==> config.mk <==
export PLATFORM = sky130hd
export DESIGN_NAME = dqoi_cell
export DESIGN_NICKNAME = d
export VERILOG_FILES = /design/src/rtl/dqoi_pkg.sv /design/src/rtl/dqoi_cell.sv
export SDC_FILE = /design/constraint.sdc
export NUM_CORES = 1
export LEC_CHECK = 0
export BUFFER_PORTS_ARGS = -buffer_cell sky130_fd_sc_hd__buf_4
export CORE_UTILIZATION = 50
export CTS_BUF_LIST = sky130_fd_sc_hd__clkbuf_4
export CTS_CLUSTER_DIAMETER = 40
export DETAILED_ROUTE_END_ITERATION = 8
export PLACE_DENSITY = 0.89
export SLEW_MARGIN = 20
export SYNTH_ARGS = -nofsm -noshare
export SYNTH_HDL_FRONTEND = slang
export SYNTH_SLANG_ARGS = --single-unit
==> constraint.sdc <==
create_clock -name clk -period 5.1 [get_ports clk]
set_input_delay 0.255 -clock clk [delete_from_list [all_inputs] [get_ports clk]]
set_output_delay 0.255 -clock clk [all_outputs]
set_load 0.01 [all_outputs]
==> src/rtl/dqoi_pkg.sv <==
// Shared types and constants for the ordered-insert deque.
package dqoi_pkg;

  localparam int VAL_W        = 32;
  localparam int FUNC_W       = 3;
  localparam int POS_W        = 4;
  localparam int STATUS_W     = 2;
  localparam int CAPACITY_DEF = 16;

  typedef enum logic [FUNC_W-1:0] {
    FN_PUSH_FRONT = 3'd0,
    FN_PUSH_BACK  = 3'd1,
    FN_ORD_INS    = 3'd2,
    FN_POP_FRONT  = 3'd3,
    FN_POP_BACK   = 3'd4,
    FN_DEL_POS    = 3'd5
  } func_t;

  typedef enum logic [STATUS_W-1:0] {
    ST_OK     = 2'd0,
    ST_EMPTY  = 2'd1,
    ST_FULL   = 2'd2,
    ST_BADPOS = 2'd3
  } status_t;

  typedef enum logic [1:0] {
    CMD_HOLD,
    CMD_INS,
    CMD_DEL
  } cmd_t;

  typedef struct packed {
    cmd_t                    cmd;
    logic signed [VAL_W-1:0] value;
  } cell_ctrl_t;

endpackage

==> src/rtl/dqoi_cell.sv <==
// One list slot: holds an entry, compares it, and shifts with its neighbors.
module dqoi_cell import dqoi_pkg::*; (
  input  logic                    clk,
  input  cell_ctrl_t              ctrl,
  input  logic                    valid,
  input  logic                    sel,
  input  logic                    sel_prev,
  input  logic signed [VAL_W-1:0] left_val,
  input  logic signed [VAL_W-1:0] right_val,
  output logic signed [VAL_W-1:0] val_r,
  output logic                    stop
);

  logic signed [VAL_W-1:0] val_nxt;

  // stop if empty or val_r >= value; an ordered insert takes the first one
  assign stop = !valid || !(val_r < ctrl.value);

  always_comb begin
    val_nxt = val_r;
    unique case (ctrl.cmd)
      CMD_INS: begin
        if (sel) begin
          val_nxt = sel_prev ? left_val : ctrl.value;
        end
      end
      CMD_DEL: begin
        if (sel) begin
          val_nxt = right_val;
        end
      end
      default: ;
    endcase
  end

  always_ff @(posedge clk) begin
    val_r <= val_nxt;
  end

endmodule

Yosys cells after proc, flatten, opt, wreduce, memory -nomap -nowiden
Cells that the tools add are included.
{"block": "word_totals", "mem_bits_ro": 0, "n_memories": 0, "output_inout_bits": 33, "mem_bits_rw": 0, "in_bits": 102, "latch_bits": 0, "word_cells": 15, "regBits": 32}
{"block": "op_classes", "n_addsub": 0, "bitwise": 0, "n_eq_ne": 4, "magnitude_cmp": 1, "shifts": 0, "div": 0, "n_reduce_logical": 5, "n_mux": 4, "n_mul": 0}
{"operator": "$mux W32", "count": 3}
{"operator": "$pmux W32 S2", "count": 1}
{"operator": "$lt A32 B32 Y1", "count": 1}
{"operator": "$ne A2 B2 Y1 const B", "count": 2}
{"operator": "$reduce_and A3 Y1", "count": 1}
{"operator": "$eq A2 B1 Y1 const B", "count": 1}
{"operator": "$eq A2 B2 Y1 const B", "count": 1}
{"operator": "$logic_not A1 Y1", "count": 2}
{"operator": "$reduce_bool A2 Y1", "count": 1}
{"operator": "$logic_or A1 B1 Y1", "count": 1}

Longest topological paths before layout
Gate-level depths: netlist of run 1.
{"block": "logic_depth", "depth_word": 3, "ltp_mapped": 8}

Worst setup path after synthesis of run 1
Ideal clock, no wire load.
{"block": "synth_path", "path_kind": "register to output", "from": "register val_r[25]", "to": "output port stop", "required_ps": 4845, "arrival_time_ps": 2009, "path_stages_with_launch": 8, "path_slack_ps": 2836, "path_cell_list": "edfxtp_1 > ha_1 > a21o_1 > a221o_1 > a221oi_1 > o21ai_1 > a21oi_2 > mux2_4"}
{"block": "synth_via", "elab_chain_len": 3}
{"item": "from (decl)", "line_no": "dqoi_cell.sv:10", "rtl": "output logic signed [VAL_W-1:0] val_r,"}
{"item": "from (signal assigned)", "line_no": "dqoi_cell.sv:37", "rtl": "val_r <= val_nxt;"}
{"item": "$lt A32 B32 Y1", "line_no": "dqoi_cell.sv:17", "rtl": "assign stop = !valid || !(val_r < ctrl.value);"}
{"item": "$logic_not A1 Y1", "line_no": "dqoi_cell.sv:17"}
{"item": "$logic_or A1 B1 Y1", "line_no": "dqoi_cell.sv:17"}
{"item": "to (decl)", "line_no": "dqoi_cell.sv:11", "rtl": "output logic stop"}
Every way passes these cells.

Worst setup path after layout of run 1
Ends and elaborated chain as after synthesis.

==> results.md, run 1 <==
- The run finished with clean final reports.
- The cell sitting at the root of the clock tree is a clkbuf_4.
- For this run, design rule violations remaining after detail routing come to 0.
- Yosys attributes the largest share of cell area to edfxtp_1 39%, ha_1 16%, mux2i_1 13%, o21ai_1 6.9%, nand2_1 6.3%.
- In this run, post-CTS repair resized a total of 0 instances.
- The number of buffers inserted by post-CTS setup repair is 0.
- The clock group share of total power is 19.3%.
- The arrival time at the worst endpoint is 2.53 ns.
- The detailed-route wire length is 6.36 mm.
- The hold buffer count at CTS is 0.
- The number of nets handed over by synthesis was 388.
- The worst slew margin relative to its limit is 59.6%.
- Setup slack closes at 2.31 ns.
- The reported leakage power is 1.79 nW.
- The number of rows created at floorplan is 25.
- The most critical setup path has its endpoint at stop.
- The layout has 348 filler cells.
- The type of the worst setup path is register to output port.
- Counting every sink on the clock net gives 32.
- The combinational group share of total power is 34.3%.
- Based on the critical path, the design can be clocked at up to 359 MHz.
- The dominant register cell in the synthesized netlist is edfxtp_1.
- The number of slew-limit violations in the final report came to 0.
- The data required time at the worst endpoint is 4.85 ns.
- Sorting the synthesized cells by how often they occur yields 41 x nand2_1, 34 x o21ai_1, 33 x inv_1.
- In the final layout, the multi-input gates occupy 1330 um^2.
- The total design power is 0.715 mW.
- The final standard cell utilization of the core is 75.5%.
- The weighted congestion reported at the end of routability-driven placement is 0.750.
- Dividing total power by cell area gives a power density of 201 nW/um^2.
- The mapped netlist covers 2450 um^2.
- Cells with a size suffix above 1 make up 37.7% of the layout.
- Clock-pin slew was measured on the worst setup and hold paths at 0.11 ns.
- The final HPWL from detailed placement is 4.97 mm.
- The largest registers in the layout are val_r x32.
- The element type at the critical path end is an output port.
- Counting along the longest clock path gives a buffer depth of 2.
- The mean number of vias per cell is 5.06.
- Internal power comes to 0.502 mW.
- The average instance area after synthesis is 9.62 um^2.
- In this run the number of H-tree levels came out at 2.
- The count of flip-flops with a built-in enable after synthesis is 32.
- The worst setup path is launched from a register.
- The minimum clock period after layout is 2.79 ns.
- After layout, the worst path uses 54.6% of the clock period.
- For this run, the detailed router's first-pass iteration total came to 5.
- The first global-routing pass estimated 9.91 mm of wire.
- Net switching is 29.9% of the power.
- The finished layout holds 454 standard cells, fillers aside.
- The power share of the sequential group is 46.4%.
- The number of instances in the synthesized netlist is 255.
- The register containing the most flip-flops in the final layout is val_r.
- Timing analysis after detailed placement gives a worst setup slack of 2.67 ns.
- The wire length per cell after detailed routing is 14.0 um.
- The master of the slowest instance on the critical path is edfxtp_1.
- The die boundary height is 72.1 um.
- The start point of the critical path is val_r[25].
- For this configuration, the core starts out at a cell density of 51.9%.
- The boundary pin count is 135.
- The routed layout has 2296 vias.
- The detail route stage leaves a number of antenna-violating nets equal to 0.
- The worst min-delay path class is input port to register.
- The floorplan step defined a die boundary enclosing 5190 um^2.
- Counting flops with an async set or reset pin after synthesis yields a share of 0%.
- The initial antenna violation count is 0.
- The count of maximum capacitance violations is 0.
- The fraction of synthesized cell area taken by the top area cell type is 39.2%.
- The number of different library cells in the post-synthesis netlist is 29.
- TritonCTS built the clock tree.
- The cell with the most instances after synthesis is nand2_1.
- After floorplanning, the core was sized to cover 4720 um^2.
- Across the whole layout, storage elements account for 961 um^2.
- Sequential cells were found to cover 39.2% of the synthesized design area.
- The largest single stage delay on the critical path is 0.42 ns.
- The number of placed instances, taps included, is 447.
- The die is 72.1 um wide.
- The number of design-rule violations left by the first detailed-router iteration is 83.
- For this design the total switching power over the nets is 0.214 mW.
- Yosys printed 0 warnings.
- The biggest fanout along the worst timing path is 2.
- The maximum number of pins on one net before global-route repair is 66.
- At the pin with the least slew margin, the transition time is 0.606 ns.
- The synthesis-to-finish area growth is 45.3%.
- The synthesized design spends more area on one cell type than any other, namely edfxtp_1.
- The register bit count reported by yosys is 32.
- Traced cell by cell, the critical path runs through ha_1 > a21o_1 > a221o_1 > a221oi_1 > o21ai_1 > a21oi_2 > mux2_4 > buf_4.
- The global-route congestion overflow total is 0.
- TritonCTS created 5 clock buffers.
- Across the VDD grid, the largest voltage drop is 0.153 mV.
- The setup TNS after final layout is 0 ns.
- The repair_antennas step left the layout with diodes totalling 0.
- The net count of the finished layout is 520.
- The number of flip-flops in the largest register is 32.
- The number of global-route vias before repair is 2277.
- The number of hold violations in the final report is 0.
- Setup repair after global routing left no endpoint under its margin.
- Setup violations remaining at the end of the flow were counted as 0.
- Input and output buffers added on the ports amount to 134.
- The overall fraction of global-route tracks in use is 24.8%.
[critical path: cells and delay by family, from the launching register on]
kind	cells	cell delay, ns
AO/OA/AOI/OAI	5	1.02
flip-flops	1	0.42
adder cells (fa/ha/maj)	1	0.31
multiplexers	1	0.30
buffers and inverters	1	0.14
[worst min-delay path by stage]
stage | depth (start not counted) | startpoint | slack, ns | end
CTS | 3 | right_val[26] | 0.19 | val_r[26]
detailed placement | 3 | right_val[17] | 0.54 | val_r[17]
floorplan | 2 | right_val[0] | 0.45 | val_r[0]
finish | 3 | right_val[26] | 0.19 | val_r[26]
global placement | 3 | right_val[12] | 0.54 | val_r[12]
global route | 3 | right_val[0] | 0.18 | val_r[0]
[cell usage in the layout (no fill, tap or decap), types with 3 or more instances in the layout]
| cell type | instances |
|---|---|
| a21o_1 | 3 |
| a21oi_1 | 9 |
| buf_4 | 136 |
| clkbuf_4 | 5 |
| edfxtp_1 | 32 |
| ha_1 | 31 |
| inv_1 | 33 |
| mux2i_1 | 32 |
| nand2_1 | 41 |
| nand4_1 | 3 |
| nor2_1 | 3 |
| o21ai_0 | 3 |
| o21ai_1 | 34 |
[layout make-up]
type	count	area share [%]
clock buffers	5	1.05
multi-input cells	179	37.3
flip-flops and latches	32	26.9
repair buffers	136	28.6
well taps	67	2.35
clock inverters	2	0.211
inverters	33	3.47
[per-stage QoR]
stage / hold WS, ns / area (um^2)
detailed placement: 0.540 / 3520
global route: 0.175 / 3570
floorplan: 0.449 / 2450
finish: 0.186 / 3570
global placement: 0.535 / 3520
CTS: 0.186 / 3570
[per-layer routing]
metal	up-vias	routed length, um	track usage, %
met4	0	95	7.41
met1	1029	2520	27.2
met2	87	3370	46.8
li1	1170	-	-
met5	-	0	0
met3	10	379	6.67
[power by group through the flow]
stage	clock network, mW	logic [mW]	registers (mW)
after CTS	0.138	0.247	0.332
after global placement	0	0.237	0.336
after floorplan	0	0.110	0.347
after detailed placement	0	0.246	0.338
after global routing	0.150	0.271	0.334
final	0.138	0.245	0.332
[kinds of logic after synthesis]
family / share of synthesized area (%)
DFF: 39.2
muxes: 13.7
and+or+nand+nor: 10.1
buffers and inverters: 6.88
adders and majority gates: 15.8
AOI/OAI and AO/OA: 14.3
Power figures use the tool's default switching activity.
==> run 2, diff against run 1 <==
- CORE_UTILIZATION: 50 -> 42
- PLACE_DENSITY: 0.89 -> 0.79
- clock period: 5.1 -> 2.4 ns (I/O delays scaled with it)
==> results.md, run 2 (synthesis results as in run 1) <==
- The flow ran to the end, but the final reports show violations.
- The checks that failed: negative setup slack.
- Dividing the detail-routed via count by the number of cells gives 4.99.
- By startpoint and endpoint, the worst setup path is classified as register to output port.
- For the pin with the worst max-slew slack, the measured transition is 0.572 ns.
- The synthesis-to-finish area growth is 49.5%.
- The post-detailed-route DRC marker count is 0.
- The quantity of I/O buffers inserted on ports is 134.
- After the first detailed-routing iteration, the DRC count stood at 81.
- Setup repair after global routing could not meet its margin everywhere.
- The number of hold violations in the final report is 0.
- The largest single stage delay on the critical path is 0.53 ns.
- The number of sinks on the clock net is 32.
- The number of slew-limit violations in the final report was 0.
- Leaving out fill and tap cells, the most frequent cells in the layout are 140 x buf_4, 41 x nand2_1, 34 x o21ai_1.
- Fill cells in the final layout number 460.
- For this block, the via count after detailed routing is 2322.
- The final layout net count is 525.
- The analysis attributes to net switching a power of 0.455 mW.
- The final HPWL from detailed placement is 4.91 mm.
- The standard cell area after detailed placement is 3530 um^2.
- The antenna cell count is 0.
- Across the VDD grid, the largest voltage drop is 0.236 mV.
- The net switching fraction of the power is 28.9%.
- Derived from the worst setup path, the maximum achievable clock frequency is 392 MHz.
- The number of rows created at floorplan is 27.
- The die boundary height is 78.4 um.
- Once layout is complete, the cells apart from fillers number 465.
- The number of optimization iterations in the first detailed-route pass is 4.
- The library cell used most frequently in the layout, excluding fill and tap cells, is buf_4.
- The global-route congestion overflow total is 0.
- The count of placed standard cells including taps is 452.
- The internal portion of the total power is 1.12 mW.
- Clock tree synthesis inserted a total of 5 buffers.
- The final layout contains routed wiring with a total length of 6.25 mm.
- The register containing the most flip-flops in the final layout is val_r.
- The worst min-delay path class is input port to register.
- The post-CTS clock slew at the launch and capture registers of the worst setup and hold paths is 0.10 ns.
- Dividing the detail-routed wire length by the instance count gives 13.4 um.
- The portion of the clock cycle consumed by the worst path in the final layout is 106%.
- The remaining antenna violation count after routing is 0.
- The number of global-route vias before repair is 2292.
- The overall fraction of global-route tracks in use is 20.7%.
- The critical path goes through ha_4 > nand4_1 > or4_1 > o211ai_2 > a21oi_2 > mux2_4 > buf_6.
- The reported leakage power is 1.83 nW.
- The clock group share of total power is 20.4%.
- Combinational cells account for 34.7% of the total power.
- TritonCTS built the clock tree.
- At the worst endpoint, the required time is 2.28 ns.
- The initial utilization of the core area, before any placement, comes to 44.0%.
- The weighted congestion reported at the end of routability-driven placement is 0.779.
- The count of H-tree levels built during CTS is 2.
- Of the total power, registers draw 44.9%.
- The initial antenna violation count is 0.
- In this run the standard cell core region covers 5570 um^2.
- The fraction of layout cells with a size suffix above 1 is 39.9%.
- The maximum number of pins on one net before global-route repair is 65.
- The final setup violation count is 1.
- The register with the most flip-flops in the layout has 32 of them.
- Once routing completed, OpenROAD measured the worst setup slack at -0.149 ns.
- The buffer levels on the longest clock path is 2.
- The largest registers in the layout are val_r x32.
- Pin placement for this block handled 135 I/O pins.
- The post-route cell area is 3670 um^2.
- Across the run, the number of max-cap violations was 0.
- The biggest fanout along the worst timing path is 2.
- The overall die area is 6150 um^2.
- The floorplan step set the die width to 78.4 um.
- The worst slew margin relative to its limit is 61.8%.
- Data arrives at the worst endpoint at 2.43 ns.
- The master of the slowest instance on the critical path is or4_1.
- The routed design could run at a clock period as short as 2.55 ns.
- The worst setup path is launched from a register.
- The first global-routing pass estimated 9.90 mm of wire.
- The library cell used as clock root buffer is clkbuf_4.
- The element type at the critical path end is an output port.
- The ratio of total power to cell area is 429 nW/um^2.
-- run 2: changes by cell type in the layout (fill, tap and decap cells not counted) --
| cell | previous run | this run |
|---|---|---|
| clkbuf_4 | 5 | 7 |
| a221oi_2 | 0 | 1 |
| ha_4 | 0 | 3 |
| buf_4 | 136 | 140 |
| buf_6 | 0 | 1 |
| and2_1 | 0 | 1 |
| clkinv_1 | 2 | 1 |
| a221oi_1 | 2 | 1 |
| and2_0 | 1 | 0 |
| ha_1 | 31 | 28 |
-- run 2: what timing repair did --
action / in CTS / in global routing
setup endpoints to repair: 1 / 1
resized for setup: 5 / 1
pin swaps: 8 / 8
setup buffers: 3 / 2
hold buffers: 0 / 0
-- run 2: worst max-delay path: cells and delay by family (launching register included) --
| kind | cells | cell delay, ns |
|---|---|---|
| compound gates | 2 | 0.29 |
| fa+ha+maj | 1 | 0.29 |
| buf+inv | 1 | 0.12 |
| flops | 1 | 0.45 |
| mux | 1 | 0.30 |
| simple gates | 2 | 0.64 |
-- run 2: metal layers --
metal	global-route usage, %	share of wire (%)
met5	0	0
met4	9.26	2.0
met1	23.5	41
met2	37.8	51
met3	3.37	5.5
-- run 2: worst paths after layout --
check / to / from / depth (start not counted)
max: stop / val_r[11] / 7
min: val_r[15] / right_val[15] / 3
-- run 2: layout make-up --
type	count	area, um^2	area share (%)
clock inverters	1	3.75	0.102
flip-flops and latches	32	961	26.2
well taps	72	90.1	2.46
inverters	33	124	3.38
multi-input cells	179	1380	37.5
repair buffers	141	1060	29.0
clock buffers	7	52.6	1.43
-- run 2: per-stage QoR --
stage               hold slack, ns  TNS (ns)  total power, mW  worst slack, ns  utilization [%]
floorplan                    0.314         0            0.971            0.271                -
global placement             0.400         0             1.22            0.168             63.3
detailed placement           0.405         0             1.24            0.126             63.3
CTS                         0.0481    -0.208             1.58           -0.208             65.5
global route                0.0520    -0.249             1.67           -0.249             65.8
finish                      0.0601    -0.149             1.57           -0.149             65.8
-- run 2: power groups by stage --
stage | Clock, mW | Sequential [mW] | Combinational (mW)
after detailed placement | 0 | 0.718 | 0.524
after CTS | 0.329 | 0.707 | 0.545
after global placement | 0 | 0.713 | 0.510
after floorplan | 0 | 0.737 | 0.234
final | 0.321 | 0.706 | 0.545
after global routing | 0.353 | 0.712 | 0.603
==> run 3, diff against run 2 <==
- CORE_MARGIN: not set -> 3
- SETUP_SLACK_MARGIN: not set -> 0.2
==> results.md, run 3 (synthesis results as in run 1) <==
- The count of placed standard cells including taps is 452.
- The detailed-route wire length is 6.75 mm.
- The number of rows created at floorplan is 27.
- For this configuration, the core starts out at a cell density of 44.0%.
- Leaving out fill and tap cells, the most frequent cell in the layout is buf_4.
- The boundary pin count is 135.
- In the final layout, the multi-input gates occupy 1390 um^2.
- For this run, global-route usage on met2 was measured as 36.3%.
- The data required time at the worst endpoint is 2.28 ns.
- The combinational group share of total power is 35.8%.
- The synthesis-to-finish area growth is 50.2%.
- The buffer levels on the longest clock path is 2.
- Setup violations remaining at the end of the flow were counted as 1.
- The number of optimization iterations in the first detailed-route pass is 5.
- The weighted congestion reported at the end of routability-driven placement is 0.776.
- Entering global routing, the biggest net connects 65 pins.
- Setup repair after global routing could not meet its margin everywhere.
- The count of maximum capacitance violations is 0.
- The cell-internal power is 1.09 mW.
- The type of origin of the critical path is a register.
- The minimum clock period after layout is 2.59 ns.
- The net switching fraction of the power is 29.5%.
- After global routing, the most crowded layer is met2.
- The number of design-rule violations left by the first detailed-router iteration is 123.
- The remaining antenna violation count after routing is 0.
- Once detailed placement completed, the half-perimeter wirelength came to 5.25 mm.
- The final reports fail on negative setup slack.
- For this run, the post-layout net count is 526.
- The die is 82.4 um wide.
- TritonCTS built the clock tree.
- The ratio of total power to cell area is 421 nW/um^2.
- The share of total power dissipated in sequential elements is 45.6%.
- The standard cell area after detailed placement is 3530 um^2.
- The worst slew margin relative to its limit is 60.1%.
- For the pin with the worst max-slew slack, the measured transition is 0.598 ns.
- The clock tree synthesis step divided the H-tree into 2 levels.
- The start point of the critical path is val_r[27].
- The initial antenna violation count is 0.
- The final critical path takes up 108% of the cycle.
- The biggest fanout along the worst timing path is 2.
- The total of fill cells in the finished design is 471.
- Leaving out filler cells and counting taps, the final layout contains 466.
- The worst-case hold slack is 0.0741 ns.
- For this run, global-route usage on met3 was measured as 4.45%.
- The reported leakage power is 1.83 nW.
- The number of global-route vias before repair is 2200.
- In the final layout, the share of cells above drive strength 1 is 40.6%.
- The number of slew-limit violations in the final report came to 0.
- The floorplan step defined a die boundary enclosing 6790 um^2.
- In the routed design, unresolved DRC markers number 0.
- After global routing the overflow that remains totals 0.
- The path class of the tightest hold or removal check is input port to register.
- The finished cells cover 3690 um^2.
- The wire length per cell after detailed routing is 14.5 um.
- The die boundary height is 82.4 um.
- The largest registers in the layout are val_r x32.
- The mean number of vias per cell is 5.02.
- The analysis attributes to net switching a power of 0.458 mW.
- The number of hold violations in the final report is 0.
- Registers take 961 um^2.
- Based on the critical path, the design can be clocked at up to 386 MHz.
- The total vias in the final route is 2341.
- Buffers placed on the I/O ports in this run total 134.
- The wire length of the first global-routing pass is 10.0 mm.
- Buffers inserted during clock tree synthesis total 5.
- The clock network burns 18.6% of the power.
- Adding up every negative setup slack in the final design gives -0.190 ns.
- In the layout the commonest cells are 141 x buf_4, 41 x nand2_1, 34 x o21ai_1.
- In this run the most critical hold path is launched from right_val[19].
- Buffers inserted to repair hold after CTS numbered 0.
- Across every metal layer, demand over resource in global routing totals 19.5%.
- IR analysis of the VDD net gives a maximum drop of 0.285 mV.
- The tree is rooted in a clkbuf_4.
- The register with the most flip-flops in the layout has 32 of them.
- The run finished, with violations left.
- For met1 alone, demand over resource in global routing was 21.8%.
- The element type at the critical path end is an output port.
- The post-CTS clock slew at the launch and capture registers of the worst setup and hold paths is 0.10 ns.
- The total area inside the core boundary comes to 5570 um^2.
- The register containing the most flip-flops in the final layout is val_r.
- The type of the worst setup path is register to output port.
- The arrival time at the worst endpoint is 2.47 ns.
- The worst path setup slack after routing is -0.190 ns.
- The antenna cell count is 0.
- The number of sinks on the clock net is 32.
-- run 3: worst paths after layout --
path,endpoint,cells past startpoint
worst max-delay path,stop,8
worst min-delay path,val_r[19],3
-- run 3: stage by stage --
step	setup slack [ns]	power, mW	util (%)
after floorplan	0.271	0.971	-
after global placement	0.166	1.22	63.3
after detailed placement	0.124	1.24	63.3
after CTS	-0.192	1.57	65.6
after global routing	-0.319	1.66	66.1
final	-0.190	1.55	66.1
-- run 3: metal layers --
layer	routed length [um]	part of all wire, %
met4	117	1.7
met2	3570	53
met3	412	6.1
met1	2650	39
met5	0	0
-- run 3: timing repair --
action                                  in CTS  in global routing
endpoints found under the setup margin       1                  1
resized for setup                            5                  3
pin swaps                                    9                  5
setup buffers                                6                  0
gates cloned                                 0                  0
-- run 3: worst max-delay path: stages (launching register included) --
cell,delay [ns]
edfxtp_1,0.44
ha_4,0.24
buf_4,0.12
a221o_1,0.37
a221oi_2,0.29
o21ai_1,0.12
a21oi_2,0.14
mux2_4,0.32
buf_6,0.12
-- run 3: power by group through the flow --
stage	clock [mW]	sequential, mW	combinational, mW
6_report	0.289	0.707	0.555
5_1_grt	0.332	0.713	0.619
4_1_cts	0.309	0.706	0.551
3_5_place_dp	0	0.717	0.526
3_3_place_gp	0	0.713	0.510
2_1_floorplan	0	0.737	0.234
-- run 3: area by class of cell --
type | count | area share (%)
clock inverter | 3 | 0.373
inverter | 33 | 3.36
sequential | 32 | 26.1
timing repair buffer | 142 | 29.0
multi-input combinational | 179 | 37.7
tap | 72 | 2.44
clock buffer | 5 | 1.02
